File: src/hw/rtl/bumc_pkg.sv
// Package for the block use map checker: configuration register codes,
// the configuration bundle type and fixed field widths.
// No dependencies.
package bumc_pkg;

    // Fixed widths of the item fields
    localparam int BLK_W     = 16;
    localparam int MAP_BITS  = 16;  // blocks per bitmap word
    localparam int BIT_IDX_W = 4;   // bit position inside a word
    localparam int CNT_W     = 16;
    localparam int MARK_W    = 17;
    localparam int MISS_W    = 17;
    localparam int NUM_WATCH = 6;
    localparam int CFG_IDX_W = 3;

    // Configuration register indexes
    typedef enum logic [CFG_IDX_W-1:0] {
        CFG_INODE_AREA = 3'd0,
        CFG_VOLUME     = 3'd1,
        CFG_WATCH_A    = 3'd2,
        CFG_WATCH_B    = 3'd3,
        CFG_WATCH_C    = 3'd4,
        CFG_WATCH_D    = 3'd5,
        CFG_WATCH_E    = 3'd6,
        CFG_WATCH_F    = 3'd7
    } t_cfg_idx;

    // Current register contents, handed to the core
    typedef struct packed {
        logic [BLK_W-1:0]                inode_area;
        logic [BLK_W-1:0]                volume;
        logic [NUM_WATCH-1:0][BLK_W-1:0] watch;
    } t_cfg;

endpackage

File: src/hw/rtl/bumc_cfg.sv
// Configuration register file of the block use map checker.
// Depends on bumc_pkg for the register codes and the t_cfg bundle.
module bumc_cfg
    import bumc_pkg::*;
(
    input  logic                 i_clk,
    input  logic                 i_rst_n,
    input  logic                 i_cfg_we,
    input  logic [CFG_IDX_W-1:0] i_cfg_idx,
    input  logic [BLK_W-1:0]     i_cfg_data,
    output t_cfg                 o_cfg
);

    t_cfg r_cfg;
    t_cfg n_cfg;

    // Register decode
    always_comb begin
        n_cfg = r_cfg;
        if (i_cfg_we) begin
            unique case (t_cfg_idx'(i_cfg_idx)) inside
                CFG_INODE_AREA: n_cfg.inode_area = i_cfg_data;
                CFG_VOLUME:     n_cfg.volume     = i_cfg_data;
                CFG_WATCH_A, CFG_WATCH_B, CFG_WATCH_C,
                CFG_WATCH_D, CFG_WATCH_E, CFG_WATCH_F: begin
                    n_cfg.watch[i_cfg_idx - CFG_IDX_W'(CFG_WATCH_A)] = i_cfg_data;
                end
                default: n_cfg = r_cfg;
            endcase
        end
    end

    always_ff @(posedge i_clk) begin
        if (!i_rst_n) begin
            r_cfg <= '0;
        end else begin
            r_cfg <= n_cfg;
        end
    end

    assign o_cfg = r_cfg;

endmodule

File: config.mk
export PLATFORM = sky130hd
export DESIGN_NAME = bumc_cfg
export DESIGN_NICKNAME = d
export VERILOG_FILES = /design/src/hw/rtl/bumc_pkg.sv /design/src/hw/rtl/bumc_cfg.sv
export SDC_FILE = /design/constraint.sdc
export NUM_CORES = 1
export LEC_CHECK = 0
export ABC_AREA = 1
export BUFFER_PORTS_ARGS = -buffer_cell sky130_fd_sc_hd__buf_2
export CORE_UTILIZATION = 46
export CTS_CLUSTER_DIAMETER = 150
export DETAILED_ROUTE_END_ITERATION = 10
export GPL_TIMING_DRIVEN = 0
export HOLD_SLACK_MARGIN = 0.03
export PLACE_DENSITY = 0.84
export SYNTH_ARGS = -nofsm -noshare
export SYNTH_HDL_FRONTEND = slang
export SYNTH_SLANG_ARGS = --single-unit
File: constraint.sdc
create_clock -name i_clk -period 1.2 [get_ports i_clk]
set_input_delay 0.36 -clock i_clk [delete_from_list [all_inputs] [get_ports i_clk]]
set_output_delay 0.36 -clock i_clk [all_outputs]
set_load 0.05 [all_outputs]
## Yosys cells after proc, flatten, opt, wreduce, memory -nomap -nowiden

Cells that the tools add are included.

- Logic and storage cells: 27
- Bits in registers: 128

- $lt $le $gt $ge: 2
- Mux-type cells: 3
- Reduce and logical (&&, ||, !) cells: 6
- Eq/ne operators: 7
- $add $sub $neg: 1

Operator list:

| kind | count |
|---|---|
| 96-bit bitwise mux | 1 |
| 16-bit demux with 3-bit select | 1 |
| 16-bit 2-to-1 mux | 1 |
| 3-bit equality test (second input constant) | 4 |
| 3-bit by 2-bit equality test with 1-bit output (second input constant) | 2 |
| 2-bit AND reduction | 3 |
| 6-bit OR reduction | 1 |
| 3-bit by 4-bit < comparator with 1-bit output (second input constant) | 1 |
| 3-bit by 1-bit equality test with 1-bit output (second input constant) | 1 |
| 3-bit by 1-bit >= comparator with 1-bit output (second input constant) | 1 |
| 3-bit logical NOT | 1 |
| 3-bit by 2-bit subtractor with 3-bit output (second input constant) | 1 |
| 1-bit logical AND | 1 |

## Depth between registers and ports, before layout

- Word-level depth: 6
- Mapped depth: 6

## Worst setup path before layout

No wires, ideal clock.

- Path kind: in2reg
- From: input i_cfg_idx[1]
- To: register r_cfg, in the netlist o_cfg[107]
- Data required time: 1.083 ns
- Path slack: 0.039 ns
- Path buffers: 2
- Cell stages on the path: 6
- Data arrival time: 1.045 ns
- Path through: nor2_1 -> buf_2 -> buf_2 -> nand3_1 -> nand2_1 -> nor2_1

- Word-level cells in the longest chain between the ends: 2

Ends and longest elaborated chain:

| what | line | text |
|---|---|---|
| start, declared | bumc_cfg.sv:9 | `input logic [CFG_IDX_W-1:0] i_cfg_idx,` |
| 3-bit by 1-bit equality test with 1-bit output (no line) | - |  |
| 2-bit AND reduction (no line) | - |  |
| end signal, assigned | bumc_cfg.sv:37 | `r_cfg <= n_cfg;` |
| end, declared | bumc_cfg.sv:14 | `t_cfg r_cfg;` |

No other way between the ends.
A chain may end at the register's enable or synchronous reset.

## Worst setup path in the final report

- From: register r_cfg, in the netlist o_cfg[101]
- To: output o_cfg[101] (netlist name)

RTL lines:

| what | line | text |
|---|---|---|
| end, declared | bumc_cfg.sv:11 | `output t_cfg o_cfg` |

No word-level cell between the ends.

==> flow_summary.toml <==
[setup_path]
path_class = "flip-flop to output port"
crit_family = "flip-flops"
r2r_slack_ns = 0.45
slowest_delay_ns = 0.36
cp.arrival_ns = 1.02
crit_path_start_kind = "flip-flop"
path_buf_inv = 1
end_kind = "output port"
crit_required_ns = 0.84
r2r-start = "o_cfg[37]$_SDFFE_PN0P_"
crit_path_top_delay_cell = "dfxtp_2"
crit_path_cell_trace = "buf_8"
path_max_fanout = 2
r2r-end = "o_cfg[37]$_SDFFE_PN0P_"
reg2reg_depth = 3

[die]
row_count = 38
die_area_um2 = 11500
io_pins = 150
core_um2 = 10800
initial_core_util_pct = 47.1
fp.dieW_um = 107
die_h_um = 107

[clocking]
cts_buffers = 17
clock_tree.buffer_depth = 2
ctsHoldBuffers = 0
htreeDepth = 4
clk_latency_ns = 0.50
clock-sinks = 128
cts_root_buf = "clkbuf_8"
cts_tree = "done"
clkTransAtPathRegs_ns = 0.06

[pwr]
p_clk_share_pct = 43.6
power_density_nw_per_um2 = 1410
p_seq_share_pct = 40.3
intPower_mw = 8.21
p_comb_share_pct = 16.1
swShare_pct = 27.7
vdd_drop_max_mv = 1.03
p_switching_mw = 3.15
p_leak_nw = 3.61

[cells_and_area]
drive_above_1_share_pct = 38.9
layout_commonest_cell = "nor2_1"
largest_register_ffs = 128
final_nets = 924
synthToLayoutAreaGrowth_pct = 57.5
layout_common_cells = "nor2_1, nand2_1, dfxtp_2"
diodes = 0
fillers = 769

[sta]
rsz0062_at_grt = "true"
setup-tns-final_ns = -20.83
whs_ns = 0.292
relSlewSlack_pct = 58.8
timing.fmax_mhz = 722
slew_viol_final = 0
setup_viol = 128
layout_setup_ws_ns = -0.185
tightestPinTransition_ns = 0.617
period_share_pct = 115
finalHoldViolCount = 0
fin_skew_ns = 0
fin_crit_ns = 1.38

[detailed_routing]
route.met2.wl_um = 9050
postRouteAntennaNets = 0
met1Wirelength_um = 6880
routed.top_layer = "met4"
routed_wirelength_um = 18200
vias = 5565
drtIter0Drc = 456
drtPass1Iterations = 5
avgViaCountPerCell = 5.29
wl_met3_um = 1520
wl_per_cell_um = 17.3
drc_errors = 0

[synthesis]
synth_compound_area_share_pct = 1.57
yosysUniqueCellTypes = 13
syn-num-nets = 748
synth_fa_ha_area_share_pct = 0
yosys_register_bits = 128
yosysSeqAreaShare_pct = 50.2
syn_inst = 726
yosys_warnings = 0
synth_top_family_by_area = "simple AND/OR/NAND/NOR gates"
synth-simple-area-share_pct = 41.4
synthesis.area_um2 = 5100
synthMuxAreaShare_pct = 0
avgSynthCellArea_um2 = 7.03
yosys.area_share.xor_xnor_pct = 0

[placement]
routabilityCongestion = 0.876
io_buffers = 148
hpwl_um = 10300

[hold_path]
hold_end = "o_cfg[96]$_SDFFE_PN0P_"
min_delay_path_depth = 3
hold_start = "i_rst_n"
hp-class = "input port to flip-flop"

[global_routing]
antenna_found_initial = 0
grt_pass1_wl_um = 27000
overflow = 0
grt_max_degree = 17
grt_pass1_vias = 5141
grt_usage_pct = 31.2

[run]
max-cap-violations = 0

[outcome]
violations = "negative setup slack"
outcome = "finished, violations left"
cell usage after synthesis:
cell type    n  share of area (%)
nand2_1    150                 11
clkbuf_1    13               0.96
inv_1       20                1.5
buf_4       13                1.9
nor2_1     243                 18
nor2_4       6                1.3
nand3_1    112                 11
buf_2       19                1.9
inv_2        2               0.15
dfxtp_1    128                 50
a21oi_1     16                1.6
buf_6        2               0.44
nor2_2       2               0.25
per-stage QoR:
stage / area [um^2] / std cells / worst slack, ns / power, mW / utilization, %
finish: 8040 / 1052 / -0.185 / 11.4 / 74.1
global route: 8040 / 1052 / -0.216 / 11.7 / 74.1
CTS: 7740 / 1044 / -0.191 / 11.2 / 71.4
detailed placement: 6020 / 1014 / -0.383 / 6.05 / 55.5
global placement: 6020 / 1014 / -0.383 / 6.03 / 55.5
floorplan: 5100 / 726 / 0.0387 / 5.66 / -
per-layer routing:
metal	GRT usage (%)	up-vias
li1	-	2619
met3	8.23	54
met4	13.5	0
met1	37.7	2577
met2	52.1	315
met5	0	-
cell families (layout without fill, tap and decap cells):
kind of cell,after synthesis,count (layout)
buf+inv,69,255
simple gates,513,513
flops,128,128
compound gates,16,16
power groups by stage:
| stage | sequential (mW) | combinational, mW | clock (mW) |
|---|---|---|---|
| after floorplan | 5.08 | 0.580 | 0 |
| after global placement | 4.57 | 1.47 | 0 |
| after detailed placement | 4.57 | 1.48 | 0 |
| after CTS | 4.56 | 1.71 | 4.97 |
| after global routing | 4.59 | 1.93 | 5.18 |
| final | 4.58 | 1.83 | 4.95 |
worst reg2reg max path, stage by stage (launching register included):
cell     delay (ns)
dfxtp_2        0.33
buf_4          0.13
nor2_1         0.11
nor2_1         0.07
area by class of cell:
cell class | count | area, um^2 | area share, %
flip-flops and latches | 128 | 2720 | 33.9
multi-input cells | 529 | 2200 | 27.3
repair buffers | 157 | 2040 | 25.3
clock buffers | 24 | 480 | 5.98
plain buffers | 47 | 264 | 3.28
well taps | 140 | 175 | 2.18
inverters | 22 | 82.6 | 1.03
clock inverters | 5 | 80.1 | 0.996
timing repair:
item	4_1_cts	5_1_grt
setup buffers	1	8
setup endpoints to repair	128	128
pin swaps	0	0
cloned	0	0
gates resized for setup	435	63
worst max-delay path by stage:
stage	startpoint	to	depth (start not counted)
global placement	i_rst_n	o_cfg[88]$_SDFFE_PN0P_	4
global route	o_cfg[105]$_SDFFE_PN0P_	o_cfg[105]	1
detailed placement	i_rst_n	o_cfg[85]$_SDFFE_PN0P_	4
CTS	o_cfg[115]$_SDFFE_PN0P_	o_cfg[115]	1
floorplan	i_cfg_idx[1]	o_cfg[107]$_SDFFE_PN0P_	6
finish	o_cfg[101]$_SDFFE_PN0P_	o_cfg[101]	1
Note: power is estimated with default switching activity, not from simulation.
